**src/rtl/core/pli_pkg.sv**
```systemverilog
// Package for the piecewise-linear interpolator: table sizing, command and
// status codes. Depends on nothing; every other file of the block uses it.
package pli_pkg;

  localparam int TABLE_DEPTH = 16;
  localparam int IDX_W       = (TABLE_DEPTH > 1) ? $clog2(TABLE_DEPTH) : 1;
  localparam int CNT_W       = $clog2(TABLE_DEPTH + 1);

  localparam int KEY_W      = 16;
  localparam int VAL_W      = 16;
  localparam int PROD_W     = 2 * VAL_W;
  localparam int DIV_STEPS  = PROD_W;
  localparam int DIV_CNT_W  = $clog2(DIV_STEPS);

  typedef enum logic [1:0] {
    CMD_CLEAR  = 2'd0,
    CMD_APPEND = 2'd1,
    CMD_QUERY  = 2'd2
  } cmd_t;

  typedef enum logic [1:0] {
    STAT_OK    = 2'd0,
    STAT_BELOW = 2'd1,
    STAT_ABOVE = 2'd2
  } status_t;

endpackage

```
**src/rtl/core/pli_if.sv**
```systemverilog
// Request and result channel interfaces of the interpolator.
// Depends on pli_pkg for the field widths.
interface pli_req_if;
  logic                                 valid;
  logic                                 ready;
  logic [1:0]                           cmd;
  logic signed [pli_pkg::KEY_W-1:0]     arg_key;
  logic signed [pli_pkg::VAL_W-1:0]     arg_value;

  modport source (output valid, cmd, arg_key, arg_value, input ready);
  modport sink   (input valid, cmd, arg_key, arg_value, output ready);
endinterface

interface pli_rsp_if;
  logic                                 valid;
  logic                                 ready;
  logic [1:0]                           status;
  logic signed [pli_pkg::VAL_W-1:0]     out_value;

  modport source (output valid, status, out_value, input ready);
  modport sink   (input valid, status, out_value, output ready);
endinterface

```
**src/rtl/core/piecewise_linear_interpolator_unit.sv**
```systemverilog
// Piecewise-linear interpolator: breakpoint memory, table walk sequencer and
// a shift-subtract divider. Depends on pli_pkg and the pli_if channels.
//
// Usage. Requests arrive on in_req (valid/ready). A clear request empties the
// breakpoint table and an append request writes one (key, value) breakpoint at
// its end; both are done when taken, give no result, and an append to
// a full table is dropped. A query request walks the table from the first
// breakpoint and returns one result on out_rsp: status in range, below or
// above, with the interpolated value when in range and zero otherwise.
// A query on an empty table goes straight to the output register with status
// below; with one entry, the key is compared with that breakpoint alone;
// otherwise the walk steps through the spans until the key falls on an
// endpoint, before the first key or past the last one. When the key falls
// strictly inside a span, the difference product is formed, divided one
// quotient bit per cycle by a single subtractor, and the signed quotient is
// added to the span's first value. One request at a time: in_req.ready is
// high only while the sequencer is idle. A stalled result is held in its
// output register and no new request is taken until it has been accepted.
// Reset (rst_n low, synchronous) returns the sequencer to idle and empties the
// table; the breakpoint memory itself is not cleared.
module piecewise_linear_interpolator_unit (
  input logic       clk,
  input logic       rst_n,
  pli_req_if.sink   in_req,
  pli_rsp_if.source out_rsp
);

  localparam int IW = pli_pkg::IDX_W;
  localparam int CW = pli_pkg::CNT_W;
  localparam int KW = pli_pkg::KEY_W;
  localparam int VW = pli_pkg::VAL_W;
  localparam int PW = pli_pkg::PROD_W;
  localparam int DW = pli_pkg::DIV_CNT_W;

  typedef enum logic [6:0] {
    ST_IDLE = 7'b0000001,
    ST_LOAD = 7'b0000010,
    ST_WALK = 7'b0000100,
    ST_MUL  = 7'b0001000,
    ST_DIV  = 7'b0010000,
    ST_ADJ  = 7'b0100000,
    ST_OUT  = 7'b1000000
  } state_t;

  // Breakpoint memory: key in the upper half, value in the lower half.
  logic [KW+VW-1:0] bp_mem [pli_pkg::TABLE_DEPTH];
  logic [KW+VW-1:0] rdata_r;

  state_t                 state_r, state_nxt;
  logic [CW-1:0]          count_r, count_nxt;
  logic [IW-1:0]          idx_r, idx_nxt;
  logic signed [KW-1:0]   key_r, key_nxt;
  logic signed [KW-1:0]   k0_r, k0_nxt;
  logic signed [VW-1:0]   v0_r, v0_nxt;
  logic [KW-1:0]          den_r, den_nxt;
  logic [KW-1:0]          dk_r, dk_nxt;
  logic [VW-1:0]          dv_mag_r, dv_mag_nxt;
  logic                   dv_neg_r, dv_neg_nxt;
  logic [PW-1:0]          dq_r, dq_nxt;
  logic [KW:0]            rem_r, rem_nxt;
  logic [DW-1:0]          div_cnt_r, div_cnt_nxt;
  logic [1:0]             status_r, status_nxt;
  logic signed [VW-1:0]   value_r, value_nxt;

  logic                   mem_we;
  logic signed [KW-1:0]   rd_key;
  logic signed [VW-1:0]   rd_val;
  logic signed [KW:0]     span_diff;
  logic signed [KW:0]     key_diff;
  logic signed [VW:0]     val_diff;
  logic [KW:0]            rem_sh;
  logic [KW:0]            rem_sub;
  logic signed [VW:0]     quot_s;
  logic signed [VW:0]     result_s;
  logic                   req_fire;

  assign rd_key    = rdata_r[KW+VW-1:VW];
  assign rd_val    = rdata_r[VW-1:0];
  assign span_diff = {rd_key[KW-1], rd_key} - {k0_r[KW-1], k0_r};
  assign key_diff  = {key_r[KW-1], key_r} - {k0_r[KW-1], k0_r};
  assign val_diff  = {rd_val[VW-1], rd_val} - {v0_r[VW-1], v0_r};

  // One restoring division step: shift in the next dividend bit, try the
  // subtraction and keep it when it does not go negative.
  assign rem_sh  = {rem_r[KW-1:0], dq_r[PW-1]};
  assign rem_sub = rem_sh - {1'b0, den_r};

  // Truncating division of a signed dividend: divide magnitudes, then give
  // the quotient the dividend's sign.
  assign quot_s   = {1'b0, dq_r[VW-1:0]};
  assign result_s = {v0_r[VW-1], v0_r} + (dv_neg_r ? -quot_s : quot_s);

  assign req_fire = in_req.valid && in_req.ready;

  always_comb begin
    state_nxt   = state_r;
    count_nxt   = count_r;
    idx_nxt     = idx_r;
    key_nxt     = key_r;
    k0_nxt      = k0_r;
    v0_nxt      = v0_r;
    den_nxt     = den_r;
    dk_nxt      = dk_r;
    dv_mag_nxt  = dv_mag_r;
    dv_neg_nxt  = dv_neg_r;
    dq_nxt      = dq_r;
    rem_nxt     = rem_r;
    div_cnt_nxt = div_cnt_r;
    status_nxt  = status_r;
    value_nxt   = value_r;
    mem_we      = 1'b0;

    case (state_r)
      ST_IDLE: begin
        if (req_fire) begin
          case (in_req.cmd)
            pli_pkg::CMD_CLEAR: begin
              count_nxt = '0;
            end
            pli_pkg::CMD_APPEND: begin
              if (count_r < CW'(pli_pkg::TABLE_DEPTH)) begin
                mem_we    = 1'b1;
                count_nxt = count_r + CW'(1);
              end
            end
            pli_pkg::CMD_QUERY: begin
              key_nxt = in_req.arg_key;
              idx_nxt = '0;
              if (count_r == '0) begin
                status_nxt = pli_pkg::STAT_BELOW;
                value_nxt  = '0;
                state_nxt  = ST_OUT;
              end else begin
                state_nxt = ST_LOAD;
              end
            end
            default: begin
            end
          endcase
        end
      end

      ST_LOAD: begin
        // First breakpoint is on the read port now.
        k0_nxt = rd_key;
        v0_nxt = rd_val;
        if (count_r == CW'(1)) begin
          value_nxt = '0;
          if (key_r == rd_key) begin
            status_nxt = pli_pkg::STAT_OK;
            value_nxt  = rd_val;
          end else if (key_r < rd_key) begin
            status_nxt = pli_pkg::STAT_BELOW;
          end else begin
            status_nxt = pli_pkg::STAT_ABOVE;
          end
          state_nxt = ST_OUT;
        end else begin
          idx_nxt   = IW'(1);
          state_nxt = ST_WALK;
        end
      end

      ST_WALK: begin
        // Span from (k0_r, v0_r) to the breakpoint on the read port.
        value_nxt = '0;
        if (key_r < k0_r) begin
          status_nxt = pli_pkg::STAT_BELOW;
          state_nxt  = ST_OUT;
        end else if (key_r <= rd_key) begin
          status_nxt = pli_pkg::STAT_OK;
          if (key_r == k0_r) begin
            value_nxt = v0_r;
            state_nxt = ST_OUT;
          end else if (key_r == rd_key) begin
            value_nxt = rd_val;
            state_nxt = ST_OUT;
          end else begin
            den_nxt    = span_diff[KW-1:0];
            dk_nxt     = key_diff[KW-1:0];
            dv_neg_nxt = val_diff[VW];
            dv_mag_nxt = val_diff[VW] ? VW'(-val_diff) : val_diff[VW-1:0];
            state_nxt  = ST_MUL;
          end
        end else begin
          k0_nxt = rd_key;
          v0_nxt = rd_val;
          if ((CW'(idx_r) + CW'(1)) == count_r) begin
            status_nxt = pli_pkg::STAT_ABOVE;
            state_nxt  = ST_OUT;
          end else begin
            idx_nxt = idx_r + IW'(1);
          end
        end
      end

      ST_MUL: begin
        dq_nxt      = PW'(dv_mag_r) * PW'(dk_r);
        rem_nxt     = '0;
        div_cnt_nxt = '0;
        state_nxt   = ST_DIV;
      end

      ST_DIV: begin
        if (!rem_sub[KW]) begin
          rem_nxt = rem_sub;
          dq_nxt  = {dq_r[PW-2:0], 1'b1};
        end else begin
          rem_nxt = rem_sh;
          dq_nxt  = {dq_r[PW-2:0], 1'b0};
        end
        div_cnt_nxt = div_cnt_r + DW'(1);
        if (div_cnt_r == DW'(pli_pkg::DIV_STEPS - 1)) begin
          state_nxt = ST_ADJ;
        end
      end

      ST_ADJ: begin
        value_nxt  = result_s[VW-1:0];
        status_nxt = pli_pkg::STAT_OK;
        state_nxt  = ST_OUT;
      end

      ST_OUT: begin
        if (out_rsp.ready) begin
          state_nxt = ST_IDLE;
        end
      end

      default: begin
        state_nxt = ST_IDLE;
      end
    endcase
  end

  always_ff @(posedge clk) begin
    if (!rst_n) begin
      state_r <= ST_IDLE;
      count_r <= '0;
    end else begin
      state_r <= state_nxt;
      count_r <= count_nxt;
    end
  end

  always_ff @(posedge clk) begin
    idx_r     <= idx_nxt;
    key_r     <= key_nxt;
    k0_r      <= k0_nxt;
    v0_r      <= v0_nxt;
    den_r     <= den_nxt;
    dk_r      <= dk_nxt;
    dv_mag_r  <= dv_mag_nxt;
    dv_neg_r  <= dv_neg_nxt;
    dq_r      <= dq_nxt;
    rem_r     <= rem_nxt;
    div_cnt_r <= div_cnt_nxt;
    status_r  <= status_nxt;
    value_r   <= value_nxt;
  end

  // The read port follows the next walk index, so rdata_r always holds the
  // entry that idx_r points at.
  always_ff @(posedge clk) begin
    if (mem_we) begin
      bp_mem[count_r[IW-1:0]] <= {in_req.arg_key, in_req.arg_value};
    end
    rdata_r <= bp_mem[idx_nxt];
  end

  assign in_req.ready      = (state_r == ST_IDLE);
  assign out_rsp.valid     = (state_r == ST_OUT);
  assign out_rsp.status    = status_r;
  assign out_rsp.out_value = value_r;

endmodule

```
**src/flat_wrapper.sv**
```systemverilog
// flat-port wrapper written by rule: the top's interface ports become plain ports
module piecewise_linear_interpolator_unit_flat 
  (clk, rst_n, in_req_valid, in_req_cmd, in_req_arg_key, in_req_arg_value, in_req_ready, out_rsp_valid, out_rsp_status, out_rsp_out_value, out_rsp_ready);
  pli_req_if in_req_i ();
  pli_rsp_if out_rsp_i ();
  input logic clk;
  input logic rst_n;
  input wire logic [$bits(in_req_i.valid)-1:0] in_req_valid;
  input wire logic [$bits(in_req_i.cmd)-1:0] in_req_cmd;
  input wire logic [$bits(in_req_i.arg_key)-1:0] in_req_arg_key;
  input wire logic [$bits(in_req_i.arg_value)-1:0] in_req_arg_value;
  output wire logic [$bits(in_req_i.ready)-1:0] in_req_ready;
  output wire logic [$bits(out_rsp_i.valid)-1:0] out_rsp_valid;
  output wire logic [$bits(out_rsp_i.status)-1:0] out_rsp_status;
  output wire logic [$bits(out_rsp_i.out_value)-1:0] out_rsp_out_value;
  input wire logic [$bits(out_rsp_i.ready)-1:0] out_rsp_ready;
  assign in_req_i.valid = in_req_valid;
  assign in_req_i.cmd = in_req_cmd;
  assign in_req_i.arg_key = in_req_arg_key;
  assign in_req_i.arg_value = in_req_arg_value;
  assign in_req_ready = in_req_i.ready;
  assign out_rsp_valid = out_rsp_i.valid;
  assign out_rsp_status = out_rsp_i.status;
  assign out_rsp_out_value = out_rsp_i.out_value;
  assign out_rsp_i.ready = out_rsp_ready;
  piecewise_linear_interpolator_unit u_core (.clk(clk), .rst_n(rst_n), .in_req(in_req_i), .out_rsp(out_rsp_i));
endmodule
```
**config.mk**
```make
export PLATFORM = sky130hd
export DESIGN_NAME = piecewise_linear_interpolator_unit_flat
export DESIGN_NICKNAME = d
export VERILOG_FILES = /design/src/rtl/core/pli_pkg.sv /design/src/rtl/core/pli_if.sv /design/src/rtl/core/piecewise_linear_interpolator_unit.sv /design/src/flat_wrapper.sv
export SDC_FILE = /design/constraint.sdc
export NUM_CORES = 2
export LEC_CHECK = 0
export BUFFER_PORTS_ARGS = -buffer_cell sky130_fd_sc_hd__buf_4
export CORE_ASPECT_RATIO = 0.5
export CORE_MARGIN = 2
export CORE_UTILIZATION = 40
export CTS_CLUSTER_SIZE = 14
export DETAILED_ROUTE_END_ITERATION = 8
export GPL_TIMING_DRIVEN = 0
export PLACE_DENSITY = 0.65
export SETUP_SLACK_MARGIN = 0.1
export SKIP_LAST_GASP = 1
export SYNTH_ARGS = -nofsm -noshare
export SYNTH_HDL_FRONTEND = slang
export SYNTH_SLANG_ARGS = --single-unit
export TNS_END_PERCENT = 100
```
**constraint.sdc**
```tcl
create_clock -name clk -period 5.64 [get_ports clk]
set_input_delay 1.128 -clock clk [delete_from_list [all_inputs] [get_ports clk]]
set_output_delay 1.128 -clock clk [all_outputs]
set_load 0.05 [all_outputs]
```
# After elaboration in Yosys (flattened, before gate mapping)
# Memories as Yosys holds them, arrays and structs flattened. A register that Yosys moved wholly into a read port is not among the register bits.
# Index checks and enable logic that the tools add are counted.
[classes]
add_sub_neg = 11
multipliers = 1
div_mod_pow = 0
n_lt_le_gt_ge = 4
n_eq_ne = 24
n_shift = 0
muxes = 59
n_bitwise = 3
reduce_logical = 14
[ops]
columns = ["cell", "n"]
rows = [
  ["$mux W16", 15],
  ["$pmux W16 S2", 3],
  ["$mux W7", 11],
  ["$pmux W16 S4", 1],
  ["$pmux W32 S2", 1],
  ["$pmux W7 S7", 1],
  ["$eq A16 B16 Y1", 2],
  ["$lt A16 B16 Y1", 2],
  ["$mul A16 B16 Y32", 1],
  ["$neg A16 Y16", 2],
  ["$sub A16 B16 Y16", 2],
  ["$mux W4", 6],
  ["$pmux W5 S2", 2],
  ["$mux W2", 9],
  ["$sub A16 B16 Y17", 1],
  ["$sub A17 B16 Y17", 1],
  ["$add A16 B16 Y16", 1],
  ["$le A16 B16 Y1", 1],
  ["$reduce_and A5 Y1", 3],
  ["$pmux W4 S3", 1],
  ["$add A5 B1 Y5 const B", 2],
  ["$ne A2 B2 Y1 const B", 5],
  ["$ne A2 B1 Y1 const B", 4],
  ["$pmux W2 S4", 1],
  ["27 further kinds", 38],
]
[word_totals]
register_bits = 184
latch_bits = 0
ram_bits = 512
rom_bits = 0
input_bits = 38
output_inout_bits = 20
word_cells = 132
n_memories = 1
[mem_list]
columns = ["name", "words", "word_bits", "rd", "rd_ports_with_merged_regs", "write_ports", "line", "rtl"]
rows = [
  ["u_core.bp_mem", 16, 32, 1, 1, 1, "piecewise_linear_interpolator_unit.sv:46", "logic [KW+VW-1:0] bp_mem [pli_pkg::TABLE_DEPTH];"],
]

# Logic depth before layout (Yosys ltp)
[depth]
ltp_word = 7
ltp_mapped = 26
ltp_nobuf = 25

# Worst setup path after synthesis
# OpenSTA, ideal clock, no wires.
[synth_timing]
kind = "flip-flop to flip-flop"
startpoint = "reg u_core.dk_r[4]"
endpoint = "reg u_core.dq_r[31] (data pin)"
arrival_time_ns = 5.879
t_required_ns = 5.370
path_slack_ns = -0.510
stages_incl_launch_ff = 25
path_cell_list = "edfxtp_1 -> clkbuf_1 -> and2_1 -> fa_1 -> inv_1 -> fa_1 -> inv_1 -> fa_1 -> fa_1 -> fa_1 -> inv_1 -> fa_1 -> inv_1 -> ha_1 -> a21o_1 -> a21o_1 -> a21oi_1 -> o21ai_0 -> a21o_1 -> a31oi_1 -> o21ai_0 -> or3_1 -> a21oi_1 -> xnor2_1 -> a21oi_1"
[synth_between]
elab_chain_len = 2
[synth_rtl]
columns = ["item", "line", "rtl"]
rows = [
  ["start, declared", "piecewise_linear_interpolator_unit.sv:56", "logic [KW-1:0] dk_r, dk_nxt;"],
  ["start signal, assigned", "piecewise_linear_interpolator_unit.sv:252", "dk_r <= dk_nxt;"],
  ["$mul A16 B16 Y32", "piecewise_linear_interpolator_unit.sv:198", "dq_nxt = PW'(dv_mag_r) * PW'(dk_r);"],
  ["$pmux W32 S2", "piecewise_linear_interpolator_unit.sv:113", "case (state_r)"],
  ["named net u_core.dq_nxt[31]", "piecewise_linear_interpolator_unit.sv:59", "logic [PW-1:0] dq_r, dq_nxt;"],
  ["end signal, assigned", "piecewise_linear_interpolator_unit.sv:255", "dq_r <= dq_nxt;"],
  ["end, declared", "piecewise_linear_interpolator_unit.sv:59", ""],
]
# The timed path passes the listed nets, and every way through them passes these cells.
# A chain may end at the register's enable or synchronous reset.

# Worst setup path after layout
[layout_timing]
startpoint = "reg u_core.dk_r[5]"
endpoint = "reg u_core.dq_r[31] (data pin)"
# Same word-level chain as after synthesis.

==> results.yml <==
floorplan:
  rows: 83
  start_util_pct: 40.2
  fp.dieW_um: 457
  ios: 58
  dieArea_mm2: 0.105
  coreArea_mm2: 0.102
  die_height_um: 231
logic_synthesis:
  ys_async_sr_fraction_pct: 0
  yosysSeqAreaShare_pct: 52.1
  synth.distinct_cells: 75
  synth-edff-count: 680
  ys_warn_count: 0
  ys_seq_elements: 728
  synthFlopType: "edfxtp_1"
  synth_fp_nets: 3764
  syn_inst: 3320
  syn_area_per_cell_um2: 12.4
  syn-cell-area_mm2: 0.0411
global_route:
  antenna_found_initial: 11
  grt_max_degree: 42
  track_usage_pct: 19.4
  grt_pass1_vias: 26600
  grt_overflow: 0
  grt_pass1_wl_um: 158000
clocking:
  holdBufCountCts: 0
  cts_tree: "built"
  path_clk_slew_ns: 0.06
  htreeDepth: 3
  clock_path_buffers: 3
  cts_root_buffer: "clkbuf_16"
  cts.sinks: 728
  cts_buffers: 72
  clk_latency_ns: 0.63
worst_setup_path:
  critPathLaunchType: "flip-flop"
  critPathCaptureType: "flip-flop"
  crit_fanout: 6
  crit_arrival_ns: 6.72
  cp.required_ns: 5.97
  crit_type: "flip-flop to flip-flop"
routing:
  routed-via-count: 26500
  routed_wl_um: 104000
  drc_errors: 0
  routed_via_density: 5.30
  drt-initial-drc-count: 2193
  dr.pass1.iters: 8
  wl_per_cell_um: 20.7
  drt.antenna.violating_nets: 0
hold_path:
  min_path_type: "flip-flop to flip-flop"
run_status:
  violations: "setup timing"
  outcome: "finished with violations"
timing:
  fin_skew_ns: 0.0153
  timing.final.crit_share_pct: 113
  hold-worst-slack_ns: 0.485
  max_slew_margin_pct: 36.4
  period_minus_slack_ns: 6.39
  max_freq_mhz: 156
  setup_viol: 17
  hold_viol: 0
  rsz0062_at_grt: "true"
  tightestPinTransition_ns: 0.954
  setup_ws_ns: -0.752
  slew_viol_final: 0
finish:
  layout_common_cells: "edfxtp_1 (680), nand2_1 (375), mux2i_1 (333)"
  final_cells: 4996
  final_util_pct: 46.8
  fin_nets: 4020
  final_common_cell: "edfxtp_1"
  drive_gt1_share_pct: 14.2
  fill_cells: 9047
  area.growth.synth_to_final_pct: 16.4
placement:
  gp_congestion: 0.922
  dp.cells: 4757
  numPortBuffers: 57
  hpwl_um: 72700
power:
  p_leak_nw: 19.8
  total_power_mw: 11.8
  powerDensity_mw_per_mm2: 247
  ir_worst_vdd_mv: 0.213
job:
  cap_violations: 0
path summary, 6_finish.rpt:
| kind | startpoint | end | slack [ns] | cells after the start |
|---|---|---|---|---|
| setup reg to reg | u_core.dk_r[5]$_DFFE_PP_ | u_core.dq_r[31]$_DFFE_PP_ | -0.75 | 24 |
| hold reg to reg | u_core.rdata_r[30]$_DFF_P_ | u_core.k0_r[14]$_DFFE_PP_ | 0.49 | 0 |
| setup / recovery | u_core.dk_r[5]$_DFFE_PP_ | u_core.dq_r[31]$_DFFE_PP_ | -0.75 | 24 |
| hold / removal | u_core.rdata_r[30]$_DFF_P_ | u_core.k0_r[14]$_DFFE_PP_ | 0.49 | 0 |
what timing repair did:
action	in CTS	in global routing
cloned	1	0
gates resized for setup	104	123
buffers inserted	78	29
setup endpoints to repair	20	21
pin swaps	30	61
synth_stat cells (10+ instances only):
cell | number | area [um^2]
buf_2 | 23 | 115
xor2_1 | 39 | 342
edfxtp_1 | 680 | 20400
a211oi_1 | 11 | 82.6
ha_1 | 207 | 2590
o21ai_1 | 36 | 180
nand3_1 | 91 | 455
o2111ai_1 | 32 | 280
fa_1 | 199 | 3980
mux2i_1 | 333 | 3330
nor3b_1 | 10 | 75.1
and3_1 | 17 | 106
a21oi_1 | 99 | 495
a22oi_1 | 11 | 82.6
buf_8 | 12 | 180
o21a_1 | 12 | 90.1
nor2b_1 | 15 | 93.8
clkbuf_1 | 69 | 259
nand2_1 | 381 | 1430
a21o_1 | 26 | 195
nor2_1 | 106 | 398
inv_1 | 342 | 1280
o21ai_0 | 81 | 405
xnor2_1 | 84 | 736
or3_1 | 23 | 144
and2_1 | 140 | 876
dfxtp_1 | 48 | 961
nor3_1 | 31 | 155
nand2b_1 | 18 | 113
o31ai_1 | 12 | 90.1
state kept, by name, summed over array words and instances, names as in the netlist, 16 cells and up:
register and cells:
u_core.den_r 16, u_core.k0_r 16, u_core.dk_r 16, u_core.v0_r 16, u_core.rem_r 16, u_core.rdata_r 32
u_core.key_r 16, u_core.dv_mag_r 16, u_core.bp_mem 512, u_core.dq_r 32, u_core.out_rsp.out_value 16
critical path, cell delays in order, from the launching register on:
cell      delay, ns
edfxtp_1       0.47
clkbuf_8       0.20
and2_4         0.15
fa_1           0.50
inv_1          0.05
fa_1           0.49
inv_2          0.05
fa_1           0.48
fa_2           0.49
fa_1           0.50
inv_1          0.05
fa_1           0.50
inv_2          0.05
ha_4           0.21
a21o_1         0.17
a21o_1         0.18
a21oi_2        0.16
o21ai_1        0.09
a21o_1         0.22
a31oi_4        0.22
o21ai_1        0.11
or3_1          0.34
a21oi_2        0.18
xnor2_2        0.16
a21oi_1        0.09
routing by layer:
metal  routed length [um]  GRT usage, %  vias to the layer above
met5                   13             0                        -
met4                 3730          6.80                        2
met3                 6750          3.18                      196
met2                48800          32.2                      860
met1                44200          26.0                    13200
li1                     -             -                    12200
through the flow:
stage	setup slack, ns	cell area [um^2]	TNS (ns)
final	-0.752	47800	-8.46
after global routing	-0.937	47800	-11.10
after CTS	-0.647	47200	-7.35
after detailed placement	-1.34	43900	-16.37
after global placement	-1.32	43400	-33.71
after floorplan	-0.200	41300	-0.638
area by class of cell:
type / instances / area (um^2) / area share (%)
Inverter: 346 / 1300 / 2.72
Antenna cell: 6 / 15.0 / 0.0314
Clock inverter: 32 / 297 / 0.620
Timing Repair Buffer: 182 / 1770 / 3.70
Multi-Input combinational cell: 2130 / 18400 / 38.5
Tap cell: 1360 / 1700 / 3.56
Clock buffer: 96 / 1990 / 4.15
Sequential cell: 728 / 21400 / 44.7
Buffer: 116 / 938 / 1.96
kinds of logic (layout without fill, tap and decap cells):
family	Yosys count	after routing	synth area share (%)
fa+ha+maj	406	406	16.0
other cells	0	6	0
xor+xnor	124	124	2.66
flops	728	728	52.1
buf+inv	462	772	4.83
compound gates	398	398	6.28
mux	333	333	8.12
simple gates	869	869	10.0
where the power goes:
| part | leakage, nW | internal [mW] | total, mW | switching (mW) |
|---|---|---|---|---|
| clock | 1.11 | 2.63 | 4.64 | 2.01 |
| combinational | 12.2 | 0.379 | 1.08 | 0.703 |
| sequential | 6.48 | 6.02 | 6.09 | 0.0669 |
No activity file was read; power rests on OpenSTA's default activity.
